`config.mk`:
```
export PLATFORM = sky130hd
export DESIGN_NAME = dual_quadrature_step_counter_unit
export DESIGN_NICKNAME = d
export VERILOG_FILES = /design/src/hw/rtl/dqsc_pkg.sv /design/src/hw/rtl/dqsc_core.sv /design/src/hw/rtl/dual_quadrature_step_counter_unit.sv
export SDC_FILE = /design/constraint.sdc
export NUM_CORES = 1
export LEC_CHECK = 0
export ABC_AREA = 1
export BUFFER_PORTS_ARGS = -buffer_cell sky130_fd_sc_hd__buf_2
export CORE_MARGIN = 4
export CORE_UTILIZATION = 35
export DETAILED_ROUTE_END_ITERATION = 8
export PLACE_DENSITY_LB_ADDON = 0.3
export SLEW_MARGIN = 15
export SYNTH_ARGS = -nofsm -noshare
export SYNTH_HDL_FRONTEND = slang
export SYNTH_SLANG_ARGS = --single-unit
```
`constraint.sdc`:
```
create_clock -name clk -period 5.63 [get_ports clk]
set_input_delay 1.126 -clock clk [delete_from_list [all_inputs] [get_ports clk]]
set_output_delay 1.126 -clock clk [all_outputs]
set_load 0.02 [all_outputs]
```
`src/hw/rtl/dqsc_pkg.sv`:
```
// ----------------------------------------------------------------------------
// dqsc_pkg
// Shared types and constants for the dual quadrature step counter.
// ----------------------------------------------------------------------------
package dqsc_pkg;

  typedef struct packed {
    logic [7:0] buttons;
    logic [1:0] enc_a;
    logic [1:0] enc_b;
  } in_t;

  typedef struct packed {
    logic [15:0] count;
    logic        hex_mode;
    logic [1:0]  step_leds;
  } out_t;

  // button port, active low
  localparam logic [7:0] IDLE_PATTERN = 8'hFF;
  // pressed patterns (inverted sample)
  localparam logic [7:0] PAT_DOUBLE   = 8'h01;
  localparam logic [7:0] PAT_QUAD     = 8'h02;
  localparam logic [7:0] PAT_HEX      = 8'h04;

  // encoder phase codes
  localparam logic [1:0] ENC_FROM_UP  = 2'd1;
  localparam logic [1:0] ENC_FROM_DN  = 2'd2;
  localparam logic [1:0] ENC_DETENT   = 2'd3;

endpackage

```
`src/hw/rtl/dqsc_core.sv`:
```
// ----------------------------------------------------------------------------
// dqsc_core
// Mode flags, button press detection, encoder tracking and position count.
// ----------------------------------------------------------------------------
module dqsc_core (
  input  logic          clk,
  input  logic          rst,
  input  logic          fire,
  input  dqsc_pkg::in_t item,
  output dqsc_pkg::out_t res
);

  logic        double_flag, double_flag_next;
  logic        quad_flag, quad_flag_next;
  logic        hex_flag, hex_flag_next;
  logic        released, released_next;
  logic [7:0]  last_pressed, last_pressed_next;
  logic [1:0]  prev_a;
  logic [1:0]  prev_b;
  logic [15:0] position, position_next;

  logic [7:0]  pressed;
  logic        new_press;
  logic [15:0] step;
  logic [15:0] delta_a, delta_b;

  assign pressed   = ~item.buttons;
  assign new_press = (item.buttons != dqsc_pkg::IDLE_PATTERN) &&
                     (released || (item.buttons != last_pressed));

  always_comb begin
    double_flag_next  = double_flag;
    quad_flag_next    = quad_flag;
    hex_flag_next     = hex_flag;
    released_next     = released;
    last_pressed_next = last_pressed;
    if (item.buttons == dqsc_pkg::IDLE_PATTERN) begin
      released_next = 1'b1;
    end else begin
      released_next     = 1'b0;
      last_pressed_next = item.buttons;
    end
    if (new_press) begin
      if (pressed == dqsc_pkg::PAT_DOUBLE) begin
        double_flag_next = ~double_flag;
      end else if (pressed == dqsc_pkg::PAT_QUAD) begin
        quad_flag_next = ~quad_flag;
      end else if (pressed == dqsc_pkg::PAT_HEX) begin
        hex_flag_next = ~hex_flag;
      end
    end
  end

  // step uses this tick's flags
  always_comb begin
    case ({quad_flag_next, double_flag_next})
      2'b00:   step = 16'd1;
      2'b01:   step = 16'd2;
      2'b10:   step = 16'd4;
      default: step = 16'd0;
    endcase
  end

  always_comb begin
    delta_a = 16'd0;
    delta_b = 16'd0;
    if (item.enc_a == dqsc_pkg::ENC_DETENT) begin
      if (prev_a == dqsc_pkg::ENC_FROM_UP) begin
        delta_a = step;
      end else if (prev_a == dqsc_pkg::ENC_FROM_DN) begin
        delta_a = 16'd0 - step;
      end
    end
    if (item.enc_b == dqsc_pkg::ENC_DETENT) begin
      if (prev_b == dqsc_pkg::ENC_FROM_UP) begin
        delta_b = step;
      end else if (prev_b == dqsc_pkg::ENC_FROM_DN) begin
        delta_b = 16'd0 - step;
      end
    end
    position_next = position + delta_a + delta_b;
  end

  always_ff @(posedge clk) begin
    if (rst) begin
      double_flag  <= 1'b0;
      quad_flag    <= 1'b0;
      hex_flag     <= 1'b0;
      released     <= 1'b1;
      last_pressed <= 8'h00;
      prev_a       <= 2'd0;
      prev_b       <= 2'd0;
      position     <= 16'd0;
    end else if (fire) begin
      double_flag  <= double_flag_next;
      quad_flag    <= quad_flag_next;
      hex_flag     <= hex_flag_next;
      released     <= released_next;
      last_pressed <= last_pressed_next;
      prev_a       <= item.enc_a;
      prev_b       <= item.enc_b;
      position     <= position_next;
    end
  end

  assign res.count     = position_next;
  assign res.hex_mode  = hex_flag_next;
  assign res.step_leds = {quad_flag_next, double_flag_next};

  a_hold_when_idle: assert property (@(posedge clk) disable iff (rst)
    !fire |=> $stable(position) && $stable(prev_a) && $stable(prev_b))
    else $error("state changed without a transfer");

  a_zero_step: assert property (@(posedge clk) disable iff (rst)
    fire && double_flag_next && quad_flag_next |=> position == $past(position))
    else $error("position moved with both step flags set");

  a_flag_single_toggle: assert property (@(posedge clk) disable iff (rst)
    fire |-> $countones({double_flag_next ^ double_flag, quad_flag_next ^ quad_flag,
                         hex_flag_next ^ hex_flag}) <= 1)
    else $error("more than one mode flag toggled");

endmodule

```
`src/hw/rtl/dual_quadrature_step_counter_unit.sv`:
```
// ----------------------------------------------------------------------------
// dual_quadrature_step_counter_unit
// Two-encoder position counter with button-selected step size and display mode.
// ----------------------------------------------------------------------------
// Pipeline: input register, then result register; state updates as the item
//   leaves the input register; a stalled result also stalls the input.
// Throughput: one item per cycle while the result is not stalled.
// Reset: flags clear, released set, position and encoder history zero,
//   both pipeline stages empty.
module dual_quadrature_step_counter_unit (
  input  logic           clk,
  input  logic           rst,
  input  logic           in_valid,
  output logic           in_stall,
  input  dqsc_pkg::in_t  in_data,
  output logic           out_valid,
  input  logic           out_stall,
  output dqsc_pkg::out_t out_data
);

  logic           s1_valid;
  dqsc_pkg::in_t  s1_data;
  logic           advance;
  logic           fire;
  dqsc_pkg::out_t res;

  assign advance  = !(out_valid && out_stall);
  assign fire     = s1_valid && advance;
  assign in_stall = s1_valid && !advance;

  always_ff @(posedge clk) begin
    if (rst) begin
      s1_valid <= 1'b0;
    end else if (!in_stall) begin
      s1_valid <= in_valid;
    end
  end

  always_ff @(posedge clk) begin
    if (in_valid && !in_stall) begin
      s1_data <= in_data;
    end
  end

  dqsc_core u_core (
    .clk  (clk),
    .rst  (rst),
    .fire (fire),
    .item (s1_data),
    .res  (res)
  );

  always_ff @(posedge clk) begin
    if (rst) begin
      out_valid <= 1'b0;
    end else if (advance) begin
      out_valid <= s1_valid;
    end
  end

  always_ff @(posedge clk) begin
    if (fire) begin
      out_data <= res;
    end
  end

  a_stall_needs_item: assert property (@(posedge clk) disable iff (rst)
    in_stall |-> s1_valid && out_valid)
    else $error("input stalled with nothing held");

  a_fire_to_out: assert property (@(posedge clk) disable iff (rst)
    fire |=> out_valid)
    else $error("processed item did not reach the result register");

  a_out_hold: assert property (@(posedge clk) disable iff (rst)
    out_valid && out_stall |=> out_valid && $stable(out_data))
    else $error("stalled result changed");

endmodule
```
# Word level (Yosys, flattened, before mapping)
# Index checks and enable logic that the tools add are counted.
# word_totals
out_inout_bits	21
reg_bits	65
# op_classes
n_mux	17
n_bitwise	5
reduce_logical	10
n_addsub	3
n_eq_ne	14
# ops
cell	count
$mux W16	6
$add A16 B16 Y16	2
$eq A2 B2 Y1 const B	5
$mux W1	10
$pmux W3 S3	1
$eq A8 B1 Y1 const B	1
$eq A8 B2 Y1 const B	1
$eq A8 B3 Y1 const B	1
$eq A8 B8 Y1 const B	1
$ne A8 B8 Y1	1
$ne A8 B8 Y1 const B	1
$not A8 Y8	1
$eq A2 B1 Y1 const B	3
$logic_and A1 B1 Y1	5
$not A1 Y1	4
$sub A1 B3 Y4 const A	1
$logic_not A1 Y1	2
$logic_not A2 Y1	1
$reduce_and A2 Y1	1
$logic_or A1 B1 Y1	1

# Logic depth before layout (Yosys ltp)
# depth
ltp_word	13
ltp_mapped	27
depth_no_buf	27

# Cells and area by module
# From an unflattened synthesis, not the netlist that was laid out.
# hier_totals
cells_unflattened	449
hier_area_um2	3784.9
# by_module_without_submodules
module	area_per_inst_um2	cells_each	seq_area_each_um2	instances
dqsc_core	2762.6	406	640.6	1
dual_quadrature_step_counter_unit	1022.2	43	970.9	1

# Worst setup path after synthesis
# OpenSTA, ideal clock, no wires.
# synth_path
kind	flip-flop to flip-flop
start	reg s1_data[10] (netlist bit)
end	reg out_data[14] (netlist bit) (data pin)
setup_ns	0.257
period_less_slack_ns	4.120
arrival_time_ns	3.863
path_stages_with_launch	21
required_time_ns	5.373
path_slack_ns	1.510
path_buffers	0
path_cell_list	edfxtp_1 inv_1 nand2_1 nand2_1 nand2_1 nor2_1 nand3_4 nand3_1 nand2_4 nand2_2 nand2_1 nor2_1 fa_1 ha_1 a21oi_1 nand2_1 nand2_1 nand2_1 a21o_1 xor2_1 inv_1
# synth_rtl
item	line_no	text
from (decl)	dual_quadrature_step_counter_unit.sv:22	dqsc_pkg::in_t s1_data;
from (signal assigned)	dual_quadrature_step_counter_unit.sv:41	s1_data <= in_data;
to (signal assigned)	dual_quadrature_step_counter_unit.sv:63	out_data <= res;
to (decl)	dual_quadrature_step_counter_unit.sv:18	output dqsc_pkg::out_t out_data

==> results.md <==
- Row count: 36
- Hold Buf Count CTS: 0
- Hold Fails Final Rpt: 0
- Syn avg cell area: 8.57 um^2
- Met2 WL: 2960 um
- Max Used Layer: met4
- Yosys top cell area share: 25.7%
- Core region area: 0.00991 mm^2
- Largest net degree at the start of global routing: 27
- Final worst slack: 1.83 ns
- Finished Cell Area: 0.00417 mm^2
- Area grow syn2layout: 14.9%
- FF-to-FF setup slack: 1.83 ns
- Least-Margin Pin Slew: 0.751 ns
- GRT overflow: 0
- CTS tree: done
- Ports: 37
- Max FO, Critical Path: 13
- Worst setup SP type: flip-flop
- Detail Route met3 WL: 347 um
- Net Count, Synth: 470
- WHS Path Cells: 2
- Sequential share of the synthesized area: 44.4%
- Tot Pwr: 1110 uW
- Final period util: 67.4%
- RR Endpoint: u_core.position[14]
- CTS root buf: clkbuf_8
- Critical Setup Path Class: flip-flop to flip-flop
- Crit path DAT: 4.04 ns
- Largest stage delay on the critical path: 0.49 ns
- Hpwl dp: 5190 um
- Cells after synthesis: 423
- Max Clock Freq: 263 MHz
- First-pass GRT wire length: 12100 um
- Total CTS buffers: 9
- Power density cells: 266 mW/mm^2
- Post-CTS Resized: 0
- DRC Markers: 0
- Port Buffers: 36
- Most frequent CP cell: nand2_1
- Number of flops mapped to enable cells by yosys: 31
- Final WL: 7070 um
- Die footprint: 0.0121 mm^2
- RSZ-0062 raised after global routing: no
- GP Congestion: 0.887
- Initial DRC count: 148
- # setup viols final: 0
- Yosys cell types: 30
- Die Height: 110 um
- Max Cap Viol: 0
- Leakage power: 0.00208 uW
- Die X: 110 um
- Share of cells above drive strength 1: 14.3%
- Final setup skew: 0.00791 ns
- Vias in the first global route: 2643
- CP required: 5.87 ns
- Worst slew margin: 49.9%
- Post-Place Worst Slack: 1.87 ns
- Starting Density: 36.6%
- DP Area: 0.00397 mm^2
- # clock sinks: 65
- Clk Latency, worst-skew pair: 0.35 ns
- Setup TNS Final: 0 ns
- Met1 WL: 3610 um
- Longest Clk Path Bufs: 2
- Main flop type after synthesis: dfxtp_1
- Avg Vias per Cell: 4.55
- R2R cell count: 19
- Final core utilization: 42.0%
- Antenna violations before repair: 0
- Final nets: 512
- Fill count: 1014
- Worst-path clk slew: 0.07 ns
- Maximum vdd drop: 0.0912 mV
- Cell Chain, Critical Path: nand2_1 -> nand3_1 -> nor2_1 -> nand3_4 -> nand3_1 -> nand2_4 -> nand2_2 -> nand2_1 -> nor2_1 -> buf_4 -> fa_1 -> ha_1 -> a21oi_1 -> o21ai_0 -> a21oi_1 -> nand2_1 -> xor2_1 -> o21ai_0 -> inv_1
- DR vias: 2742
- FF+latch count, synth: 65
- Reg2reg start: s1_data[5]
- Antenna viol nets, final: 0
- Hold Crit Start: u_core.last_pressed[2]
- First-pass DRT Iterations: 5
- Ys Warns: 0
- Critical Path Slowest Stage Cell: edfxtp_1
- Area of the mapped netlist: 0.00363 mm^2
- Hold endpoint: u_core.last_pressed[2]
- Total GRT Usage: 13.1%
- Synth area leaders: edfxtp_1 26%, dfxtp_1 19%, fa_1 8.8%, nand2_1 7.8%, inv_1 6.6%
- HP Class: flip-flop to flip-flop
- Crit end category: flip-flop
- Drt wl/cell: 11.7 um
- Yosys top cell by area: edfxtp_1
- Pins Over Slew Limit: 0
- Min Tclk post-route: 3.80 ns
- Post-synthesis async set-or-reset flop share: 0%
- H-tree Lvls: 3
- # Post-CTS Setup Buffers: 0
- Status: finished clean
- # diodes: 0
[layer usage]
layer	track usage [%]	vias up
li1	-	1433
met1	17.6	1250
met3	3.58	9
met5	0	-
met2	19.3	50
met4	6.23	0
[cell usage in the layout (no fill, tap or decap), types with 2 or more instances in the layout]
cell	instances
inv_6	2
nand3_1	15
buf_4	3
xor2_1	15
edfxtp_1	31
nand4_1	2
a21oi_1	31
nor2_4	2
inv_2	2
fa_1	16
nor2_1	57
nand2_4	2
xnor2_1	2
dfxtp_1	34
nand3b_1	2
a21o_1	2
inv_1	64
nor3_1	3
nand2_2	4
clkbuf_8	9
buf_2	36
clkinv_4	2
ha_1	15
nand2_1	75
o21ai_0	35
[cell families (layout without fill, tap and decap cells)]
logic type                 after synthesis  count (layout)  synth area share, %
AOI/OAI and AO/OA                       70              70                 9.94
DFF                                     65              65                 44.4
and+or+nand+nor                        166             166                 19.8
buffers and inverters                   74             121                 7.69
adders and majority gates               31              31                 14.0
xor gates and xnor gates                17              17                 4.11
[report_power, final]
part	internal, uW	switching, uW
clock network	190	199
registers	533	17.3
logic	58.2	110
[final cells by class]
class                           instances  area [um^2]  area share, %
Multi-Input combinational cell        284         1740           41.8
Inverter                               66          248           5.95
Sequential cell                        65         1610           38.7
Tap cell                              133          166           4.00
Timing Repair Buffer                   39          203           4.87
Clock inverter                          6         47.5           1.14
Clock buffer                           10          149           3.57
[worst max-delay path by stage]
stage                     start             endpoint  slack (ns)  depth (start not counted)
global placement     s1_data[5]         out_data[13]        1.92                         19
floorplan           s1_data[10]         out_data[14]        1.51                         20
CTS                  s1_data[5]  u_core.position[14]        1.83                         19
finish               s1_data[5]  u_core.position[14]        1.83                         19
global route         s1_data[8]  u_core.position[14]        1.49                         18
detailed placement   s1_data[5]  u_core.position[14]        1.87                         19
[state kept, by name (all words and copies together), names as in the netlist]
signal	flops
s1_data	12
s1_valid	1
u_core.position	16
u_core.double_flag	1
u_core.last_pressed	8
u_core.released	1
u_core.prev_b	2
u_core.hex_flag	1
u_core.quad_flag	1
out_data	19
u_core.prev_a	2
out_valid	1
[synthesized netlist by cell type, types with 2 or more instances]
master / number
a21o_1: 2
a21oi_1: 31
clkbuf_1: 6
dfxtp_1: 34
edfxtp_1: 31
fa_1: 16
ha_1: 15
inv_1: 64
inv_2: 2
nand2_1: 75
nand2_2: 4
nand2_4: 2
nand3_1: 15
nand3b_1: 2
nand4_1: 2
nor2_1: 57
nor3_1: 3
o21ai_0: 35
xnor2_1: 2
xor2_1: 15
[per-stage QoR]
stage	std cells	hold WS, ns
floorplan	423	0.444
global route	603	0.506
global placement	587	0.462
detailed placement	587	0.467
finish	603	0.478
CTS	603	0.477
[critical path: cells and delay by family, from the launching register on]
kind / cells / cell delay, ns
and+or+nand+nor: 10 / 1.05
adders and majority gates: 2 / 0.87
AOI/OAI and AO/OA: 4 / 0.77
DFF: 1 / 0.49
buffers and inverters: 2 / 0.33
xor gates and xnor gates: 1 / 0.16
No activity file was read; power rests on OpenSTA's default activity.
